==> src/hw/rtl/mexp_pkg.sv <==
`timescale 1ns / 1ps

package mexp_pkg;

    localparam int OPERAND_WIDTH = 32;
    localparam int BIT_CNT_W     = $clog2(OPERAND_WIDTH);

    typedef logic [OPERAND_WIDTH-1:0] operand_t;
    typedef logic [BIT_CNT_W-1:0]     bit_cnt_t;

    // One shift-and-add step of a modular product:
    // acc <- 2*acc mod m, then acc <- acc + a mod m when the multiplier bit is set.
    // Requires acc < m and a < m.
    function automatic operand_t mulmod_step(
        input operand_t acc,
        input operand_t a,
        input logic     mult_bit,
        input operand_t m
    );
        logic [OPERAND_WIDTH:0] dbl;
        logic [OPERAND_WIDTH:0] sum;
        operand_t               d;
        operand_t               s;
        dbl = {acc, 1'b0};
        if (dbl >= {1'b0, m})
            d = operand_t'(dbl - {1'b0, m});
        else
            d = dbl[OPERAND_WIDTH-1:0];
        sum = {1'b0, d} + {1'b0, a};
        if (sum >= {1'b0, m})
            s = operand_t'(sum - {1'b0, m});
        else
            s = sum[OPERAND_WIDTH-1:0];
        if (mult_bit)
            return s;
        else
            return d;
    endfunction

endpackage

==> src/hw/rtl/modular_exponentiation_core.sv <==
// Modular exponentiation core: power_mod = base ** exponent mod modulus.
//
// Input channel s_*: one transfer carries base (s_tdata[31:0]) and exponent
// (s_tdata[63:32]). Output channel m_*: one transfer per input, power_mod
// in m_tdata[31:0]. Modulus comes from cfg_wr_data, written whenever
// cfg_wr_en is high; write it only while the core is idle.
//
// One shared modular multiplier does one shift-and-add step per cycle, one
// step per multiplier bit. The base is first reduced with that multiplier,
// then each exponent bit, MSB first, costs a square plus a multiply by the
// base when the bit is set. A modulus below two answers 0. s_tready is high
// only while the core is idle, so a new item is taken only after the last
// result has gone to the output register. The result sits in an output
// register; a stalled receiver holds it there, and a finished item waits
// until that register is free.
//
// Reset sets the modulus to 2, empties the output register and idles the core.
`timescale 1ns / 1ps

module modular_exponentiation_core
    import mexp_pkg::*;
(
    input  logic        clk,
    input  logic        rst_n,
    input  logic        s_tvalid,
    output logic        s_tready,
    input  logic [63:0] s_tdata,     // [31:0] base, [63:32] exponent
    output logic        m_tvalid,
    input  logic        m_tready,
    output logic [31:0] m_tdata,     // [31:0] power_mod
    input  logic        cfg_wr_en,
    input  logic [31:0] cfg_wr_data
);

    localparam logic [2:0] ST_IDLE   = 3'd0;
    localparam logic [2:0] ST_REDUCE = 3'd1;
    localparam logic [2:0] ST_SQUARE = 3'd2;
    localparam logic [2:0] ST_MULT   = 3'd3;
    localparam logic [2:0] ST_DONE   = 3'd4;

    logic [2:0] state_reg, state_next;
    operand_t   modulus_reg;
    operand_t   base_reg, base_next;
    operand_t   exp_reg, exp_next;
    bit_cnt_t   exp_cnt_reg, exp_cnt_next;
    operand_t   acc_reg, acc_next;
    operand_t   mm_a_reg, mm_a_next;
    operand_t   mm_b_reg, mm_b_next;
    operand_t   mm_acc_reg, mm_acc_next;
    bit_cnt_t   mm_cnt_reg, mm_cnt_next;
    logic       out_valid_reg, out_valid_next;
    operand_t   out_data_reg, out_data_next;

    operand_t   mm_step;
    logic       mm_last;
    logic       in_xfer;
    logic       out_xfer;

    assign s_tready = (state_reg == ST_IDLE);
    assign in_xfer  = s_tvalid && s_tready;
    assign out_xfer = out_valid_reg && m_tready;
    assign m_tvalid = out_valid_reg;
    assign m_tdata  = out_data_reg;

    assign mm_step = mulmod_step(mm_acc_reg, mm_a_reg, mm_b_reg[OPERAND_WIDTH-1], modulus_reg);
    assign mm_last = (mm_cnt_reg == '0);

    always_comb
    begin
        state_next     = state_reg;
        base_next      = base_reg;
        exp_next       = exp_reg;
        exp_cnt_next   = exp_cnt_reg;
        acc_next       = acc_reg;
        mm_a_next      = mm_a_reg;
        mm_b_next      = mm_b_reg;
        mm_acc_next    = mm_acc_reg;
        mm_cnt_next    = mm_cnt_reg;
        out_valid_next = out_valid_reg;
        out_data_next  = out_data_reg;

        if (out_xfer)
            out_valid_next = 1'b0;

        // advance the shared multiplier one bit
        if (state_reg == ST_REDUCE || state_reg == ST_SQUARE || state_reg == ST_MULT)
        begin
            mm_acc_next = mm_step;
            mm_b_next   = {mm_b_reg[OPERAND_WIDTH-2:0], 1'b0};
            mm_cnt_next = mm_cnt_reg - bit_cnt_t'(1);
        end

        case (state_reg)
            ST_IDLE:
            begin
                if (in_xfer)
                begin
                    exp_next     = s_tdata[63:32];
                    exp_cnt_next = bit_cnt_t'(OPERAND_WIDTH - 1);
                    if (modulus_reg < operand_t'(2))
                    begin
                        acc_next   = '0;
                        state_next = ST_DONE;
                    end
                    else
                    begin
                        // base mod m as the product 1 * base
                        mm_a_next   = operand_t'(1);
                        mm_b_next   = s_tdata[31:0];
                        mm_acc_next = '0;
                        mm_cnt_next = bit_cnt_t'(OPERAND_WIDTH - 1);
                        state_next  = ST_REDUCE;
                    end
                end
            end
            ST_REDUCE:
            begin
                if (mm_last)
                begin
                    base_next   = mm_step;
                    acc_next    = operand_t'(1);
                    mm_a_next   = operand_t'(1);
                    mm_b_next   = operand_t'(1);
                    mm_acc_next = '0;
                    mm_cnt_next = bit_cnt_t'(OPERAND_WIDTH - 1);
                    state_next  = ST_SQUARE;
                end
            end
            ST_SQUARE:
            begin
                if (mm_last)
                begin
                    acc_next    = mm_step;
                    mm_acc_next = '0;
                    mm_cnt_next = bit_cnt_t'(OPERAND_WIDTH - 1);
                    if (exp_reg[OPERAND_WIDTH-1])
                    begin
                        mm_a_next  = base_reg;
                        mm_b_next  = mm_step;
                        state_next = ST_MULT;
                    end
                    else if (exp_cnt_reg == '0)
                    begin
                        state_next = ST_DONE;
                    end
                    else
                    begin
                        exp_next     = {exp_reg[OPERAND_WIDTH-2:0], 1'b0};
                        exp_cnt_next = exp_cnt_reg - bit_cnt_t'(1);
                        mm_a_next    = mm_step;
                        mm_b_next    = mm_step;
                        state_next   = ST_SQUARE;
                    end
                end
            end
            ST_MULT:
            begin
                if (mm_last)
                begin
                    acc_next    = mm_step;
                    mm_acc_next = '0;
                    mm_cnt_next = bit_cnt_t'(OPERAND_WIDTH - 1);
                    if (exp_cnt_reg == '0)
                    begin
                        state_next = ST_DONE;
                    end
                    else
                    begin
                        exp_next     = {exp_reg[OPERAND_WIDTH-2:0], 1'b0};
                        exp_cnt_next = exp_cnt_reg - bit_cnt_t'(1);
                        mm_a_next    = mm_step;
                        mm_b_next    = mm_step;
                        state_next   = ST_SQUARE;
                    end
                end
            end
            ST_DONE:
            begin
                // hold until the output register is free
                if (!out_valid_reg || m_tready)
                begin
                    out_valid_next = 1'b1;
                    out_data_next  = acc_reg;
                    state_next     = ST_IDLE;
                end
            end
            default:
            begin
                state_next = ST_IDLE;
            end
        endcase
    end

    always_ff @(posedge clk or negedge rst_n)
    begin
        if (!rst_n)
        begin
            state_reg     <= ST_IDLE;
            out_valid_reg <= 1'b0;
            modulus_reg   <= operand_t'(2);
        end
        else
        begin
            state_reg     <= state_next;
            out_valid_reg <= out_valid_next;
            if (cfg_wr_en)
                modulus_reg <= cfg_wr_data;
        end
    end

    always_ff @(posedge clk)
    begin
        base_reg     <= base_next;
        exp_reg      <= exp_next;
        exp_cnt_reg  <= exp_cnt_next;
        acc_reg      <= acc_next;
        mm_a_reg     <= mm_a_next;
        mm_b_reg     <= mm_b_next;
        mm_acc_reg   <= mm_acc_next;
        mm_cnt_reg   <= mm_cnt_next;
        out_data_reg <= out_data_next;
    end

    // the multiplier partial result stays reduced
    assert property (@(posedge clk) disable iff (!rst_n)
        (state_reg == ST_SQUARE || state_reg == ST_MULT) |-> mm_acc_reg < modulus_reg)
        else $error("multiplier accumulator not reduced");

    // operands of a multiply by the base are reduced
    assert property (@(posedge clk) disable iff (!rst_n)
        (state_reg == ST_MULT) |-> (mm_a_reg < modulus_reg && base_reg < modulus_reg))
        else $error("multiply operand not reduced");

    // an accepted item starts work the next cycle
    assert property (@(posedge clk) disable iff (!rst_n)
        in_xfer |=> state_reg != ST_IDLE)
        else $error("accepted item dropped");

    // a delivered result is below the modulus
    assert property (@(posedge clk) disable iff (!rst_n)
        (out_valid_reg && modulus_reg >= operand_t'(2)) |-> out_data_reg < modulus_reg)
        else $error("result not reduced");

endmodule
==> config.mk <==
export PLATFORM = sky130hd
export DESIGN_NAME = modular_exponentiation_core
export DESIGN_NICKNAME = d
export VERILOG_FILES = /design/src/hw/rtl/mexp_pkg.sv /design/src/hw/rtl/modular_exponentiation_core.sv
export SDC_FILE = /design/constraint.sdc
export NUM_CORES = 1
export LEC_CHECK = 0
export BUFFER_PORTS_ARGS = -buffer_cell sky130_fd_sc_hd__buf_2
export CORE_ASPECT_RATIO = 1.4
export CORE_MARGIN = 2
export CORE_UTILIZATION = 42
export CTS_CLUSTER_SIZE = 8
export DETAILED_ROUTE_END_ITERATION = 8
export PLACE_DENSITY_LB_ADDON = 0.05
export SLEW_MARGIN = 20
export SYNTH_ARGS = -nofsm -noshare
export SYNTH_HDL_FRONTEND = slang
export SYNTH_SLANG_ARGS = --single-unit
==> constraint.sdc <==
create_clock -name clk -period 7.2 [get_ports clk]
set_input_delay 0 -clock clk [delete_from_list [all_inputs] [get_ports clk]]
set_output_delay 0 -clock clk [all_outputs]
set_load 0.02 [all_outputs]
# --- Word level (Yosys, flattened, before mapping) ---
# Cells that the tools add are included.
word_totals:
  ff_bits: 270
  latch_bits: 0
  ramBits: 0
  rom_bits: 0
  output_inout_bits: 34
  mem_count: 0
classes:
  add_sub_neg: 5
  mul: 0
  div_mod_pow: 0
  magnitude_cmp: 3
  n_eq_ne: 15
  n_shift: 0
  mux: 59
  bitwise: 0
  n_reduce_logical: 22
ops:
  columns: ["cell", "count"]
  rows:
  - ["$mux 32", 31]
  - ["$pmux 32 s4", 2]
  - ["$pmux 32 s3", 2]
  - ["$ge 33x32->1", 2]
  - ["$pmux 32 s2", 1]
  - ["$sub 32x32->32", 2]
  - ["$mux 5", 9]
  - ["$add 32x32->33", 1]
  - ["$lt 32x2->1 const B", 1]
  - ["$mux 3", 8]
  - ["$reduce_and 5->1", 4]
  - ["$ne 2x2->1 const B", 8]
  - ["$pmux 3 s5", 1]
  - ["$pmux 5 s3", 1]
  - ["$logic_not 5->1", 2]
  - ["$pmux 5 s2", 1]
  - ["$sub 5x1->5 const B", 2]
  - ["$reduce_and 7->1", 1]
  - ["$eq 3x2->1 const B", 2]
  - ["$ne 2x1->1 const B", 3]
  - ["$reduce_and 6->1", 1]
  - ["$reduce_bool 3->1", 2]
  - ["$reduce_and 2->1", 2]
  - ["$reduce_bool 4->1", 1]
  - ["other kinds (9)", 14]

# --- Longest topological paths before layout ---
logic_depth:
  depth_word: 10
  depth_mapped: 35

# --- Least setup slack after synthesis ---
# OpenSTA, ideal clock, no wires.
synth_path:
  kind: "reg-to-reg"
  from: "register modulus_reg[1]"
  to: "register acc_reg[3], data pin"
  setup_ns: 0.255
  t_arrival_ns: 7.067
  required_ns: 6.945
  path_slack_ns: -0.122
  stages_incl_launch_ff: 30
  n_path_buf: 3
  path_cell_list: "dfstp_2 > inv_1 > ha_1 > nor2b_1 > o31ai_1 > a211o_1 > a31oi_1 > o211a_1 > nor2_1 > buf_2 > mux2i_1 > inv_1 > fa_1 > a211oi_1 > nor4_2 > o21a_1 > o21a_1 > or4_1 > o211a_1 > ha_1 > clkbuf_1 > a21oi_1 > and2_0 > or4b_2 > nand3b_2 > nand2_2 > buf_6 > mux2_4 > mux2_4 > and2_1"
synth_between:
  elab_chain_cells: 8
synth_lines:
  columns: ["item", "line_no", "source"]
  rows:
  - ["start, declared", "modular_exponentiation_core.sv:42", "operand_t modulus_reg;"]
  - ["start signal, assigned", "modular_exponentiation_core.sv:200", "modulus_reg <= operand_t'(2);"]
  - ["start signal, assigned", "modular_exponentiation_core.sv:207", "modulus_reg <= cfg_wr_data;"]
  - ["$sub 32x32->32 or $ge 33x32->1 (tied branches)", "mexp_pkg.sv:26, mexp_pkg.sv:25", null]
  - ["$mux 32", "mexp_pkg.sv:25", "if (dbl >= {1'b0, m})"]
  - ["$add 32x32->33", "mexp_pkg.sv:29", "sum = {1'b0, d} + {1'b0, a};"]
  - ["$sub 32x32->32 or $ge 33x32->1 (tied branches)", "mexp_pkg.sv:31, mexp_pkg.sv:30", null]
  - ["$mux 32", "mexp_pkg.sv:30", "if (sum >= {1'b0, m})"]
  - ["$mux 32 *", "mexp_pkg.sv:34", "if (mult_bit)"]
  - ["named net mm_step[3]", "modular_exponentiation_core.sv:54", "operand_t mm_step;"]
  - ["$mux 32 *", "modular_exponentiation_core.sv:131, modular_exponentiation_core.sv:158", null]
  - ["$pmux 32 s3 *", "modular_exponentiation_core.sv:93", "case (state_reg)"]
  - ["named net acc_next[3]", "modular_exponentiation_core.sv:46", "operand_t acc_reg, acc_next;"]
  - ["end signal, assigned", "modular_exponentiation_core.sv:216", "acc_reg <= acc_next;"]
  - ["end, declared", "modular_exponentiation_core.sv:46", null]
# Mark *: on every way through the listed nets, which the timed path passes. The rest lies on a longest branch. The select of a mux whose other input is x is not followed.
# A chain may end at the register's enable or synchronous reset.

# --- Final worst setup path ---
# Ends and elaborated chain as after synthesis.

==> key figures <==
Run status
  • Status: finished, final reports clean

Clocking
  • Root buf cell: clkbuf_16
  • H-tree depth: 2
  • TritonCTS clock tree: built
  • Worst-skew pair later-pin latency: 550 ps
  • Count of clock tree sinks: 270
  • CTS Buf Count: 39
  • Reg clk slew, reported paths: 50 ps
  • Clock buffer depth: 3

Drt
  • Total number of vias: 18400
  • Drc violations: 0
  • Routed WL per cell: 21.7 um
  • Post-route ant nets: 0
  • Vias/cell: 5.62
  • DRT Wirelength: 71.2 mm
  • DR iter-0 viols: 1141
  • DR pass1 iterations: 5

Worst setup path
  • CP max-delay cell: dfstp_2
  • WP buf/inv: 8
  • CP delay by family, top: compound AO/OA/AOI/OAI gates
  • Setup crit end kind: flip-flop
  • CP required: 7500 ps
  • Crit-path max FO: 7
  • Worst Path Arrival: 7440 ps
  • Crit path kind: flip-flop to flip-flop
  • Crit-path max cell delay: 540 ps
  • CP startpoint kind: flip-flop

STA
  • Final setup fails: 0
  • Final Skew: 19.3 ps
  • Min Tclk post-route: 7130 ps
  • Fmax achieved: 0.140 GHz
  • Final Hold Fails: 0
  • Final period utilization: 99.1%
  • RSZ-0062 raised after global routing: true
  • Max Slew Vio Count: 0
  • Sum Neg Setup Slack: 0 ps
  • Relative slew slack: 15.0%
  • Worst slew pin tran: 1270 ps

Final layout
  • N_diodes: 0
  • Final net count: 2901
  • Area Overhead vs Synth: 50.6%
  • Non-Filler Instances: 3281
  • Final Util: 63.7%
  • Ratio of cells with drive above 1 in the final layout: 37.1%

Global routing
  • GRT met1 Usage: 38.9%
  • Gr ovfl total: 0
  • Largest net degree at the start of global routing: 65
  • Vias in the first global route: 18600
  • First-pass GRT wire length: 107 mm
  • Initial antenna violation count: 0
  • GR Util met3: 3.31%
  • Grt peak-use layer: met2
  • GRT Util Overall: 31.1%
  • GR Util met2: 53.9%

Logic synthesis
  • Prevailing post-synth register cell: edfxtp_1
  • Top cells by area, synth: edfxtp_1 (27%), dfxtp_1 (7.6%), ha_1 (6.8%), a21oi_1 (5.3%), dfrtp_1 (4.8%)
  • Most frequent cell after synthesis: nand2_1
  • Syn Inst Count: 1989
  • Mapped Area: 18100 sq um
  • Synth area leader: edfxtp_1
  • Synth Net Count: 2191
  • Syn avg cell area: 9.09 sq um
  • Distinct cells, synth: 92
  • Seq cells post-synth: 270
  • Synth top area share: 27.4%
  • Sequential element share of the synthesized area: 40.0%
  • Yosys warns: 0
  • Commonest cells in the netlist: nand2_1 (205), a21oi_1 (190), edfxtp_1 (165)
  • Synth async-reset ratio: 13.3%
  • EDFF count, synth: 165

Placed design
  • Buffers on Ports: 134
  • Routability congestion estimate: 0.937
  • Dpl cells: 3060
  • DP Wirelength: 53.0 mm

Die
  • Die area: 44800 sq um
  • Die W: 179 um
  • Initial Util: 42.3%
  • Die height: 250 um
  • # IOs: 135
  • Row count: 90
  • Placeable Area: 42800 sq um

Run
  • Max-Cap Viols: 0

Min path
  • Min-delay worst type: input pin to flip-flop
-- placed cells by master (no fill, tap or decap), types with 32 or more instances in the layout --
cell type / synthesis / final
a21o_1: 55 / 55
a21oi_1: 190 / 152
a21oi_2: 0 / 32
a22o_1: 34 / 33
buf_2: 9 / 134
buf_4: 2 / 509
clkbuf_16: 0 / 40
dfrtp_1: 35 / 35
dfxtp_1: 69 / 68
dlygate4sd3_1: 0 / 98
edfxtp_1: 165 / 165
ha_1: 98 / 65
inv_1: 102 / 91
mux2i_1: 53 / 44
nand2_1: 205 / 193
nand3_1: 42 / 39
nor2_1: 120 / 103
o21ai_0: 158 / 123
xnor2_1: 55 / 44
-- cell families (layout without fill, tap and decap cells) --
| logic type | Yosys count | in the layout | synth area share, % |
|---|---|---|---|
| AO/OA/AOI/OAI | 694 | 694 | 25.3 |
| adder cells (fa/ha/maj) | 101 | 101 | 7.11 |
| multiplexers | 77 | 77 | 4.63 |
| AND/OR/NAND/NOR | 551 | 551 | 14.3 |
| XOR/XNOR | 78 | 78 | 3.78 |
| flip-flops | 270 | 270 | 40.0 |
| buffers and inverters | 218 | 958 | 4.79 |
-- worst paths after layout --
check | startpoint | end | cells after the start | slack (ps)
worst max-delay path | modulus_reg[1]$_DFFE_PN1P_ | acc_reg[3]$_DFFE_PP_ | 34 | 70
worst min-delay path | s_tdata[31] | mm_b_reg[31]$_DFF_P_ | 6 | 70
worst max register to register | modulus_reg[1]$_DFFE_PN1P_ | acc_reg[3]$_DFFE_PP_ | 34 | 70
worst min register to register | acc_reg[22]$_DFFE_PP_ | m_tdata[22]$_DFFE_PP_ | 0 | 410
max in group asynchronous | rst_n | modulus_reg[28]$_DFFE_PN0P_ | 2 | 6430
min in group asynchronous | rst_n | modulus_reg[9]$_DFFE_PN0P_ | 2 | 150
-- per-stage QoR --
step	cell area (sq um)	hold WS (ps)	setup slack, ps
after floorplan	18100	-296	60.7
after global placement	22800	198	-1300
after detailed placement	22800	194	-1410
after CTS	25900	45.1	2.21
after global routing	27200	92.3	-158
final	27200	67.9	65.3
-- per-layer routing --
metal | vias up | share of wire [%]
met1 | 8962 | 41
li1 | 8819 | -
met2 | 504 | 50
met5 | - | 0
met3 | 141 | 4.1
met4 | 0 | 4.9
-- area by class of cell --
| class | instances | area (sq um) |
|---|---|---|
| clock inverter | 2 | 60.1 |
| fill | 3706 | 15500 |
| clock buffer | 69 | 1090 |
| inverter | 103 | 389 |
| multi-input combinational | 1501 | 11700 |
| sequential | 270 | 7240 |
| timing repair buffer | 784 | 6070 |
| tap | 552 | 691 |
-- worst reg2reg max path, delay by kind of cell, from the launching register on --
family          cells  cell delay (ps)
compound gates     10             2350
xor+xnor            1              250
fa+ha+maj           4             1010
buf+inv             8             1030
flops               1              540
mux                 2              590
simple gates        9             1120
-- what timing repair did --
| action | 4_1_cts | 5_1_grt |
|---|---|---|
| pin swaps | 52 | 100 |
| setup buffers | 27 | 31 |
| hold buffers | 98 | 0 |
| endpoints found under the hold margin | 133 | 0 |
| resized for setup | 142 | 226 |
| setup endpoints to repair | 160 | 160 |
| cloned | 1 | 1 |
Power is left out: the tool's default activity adds up to more than one toggle a clock period on the data nets, which glitch-free logic cannot reach.
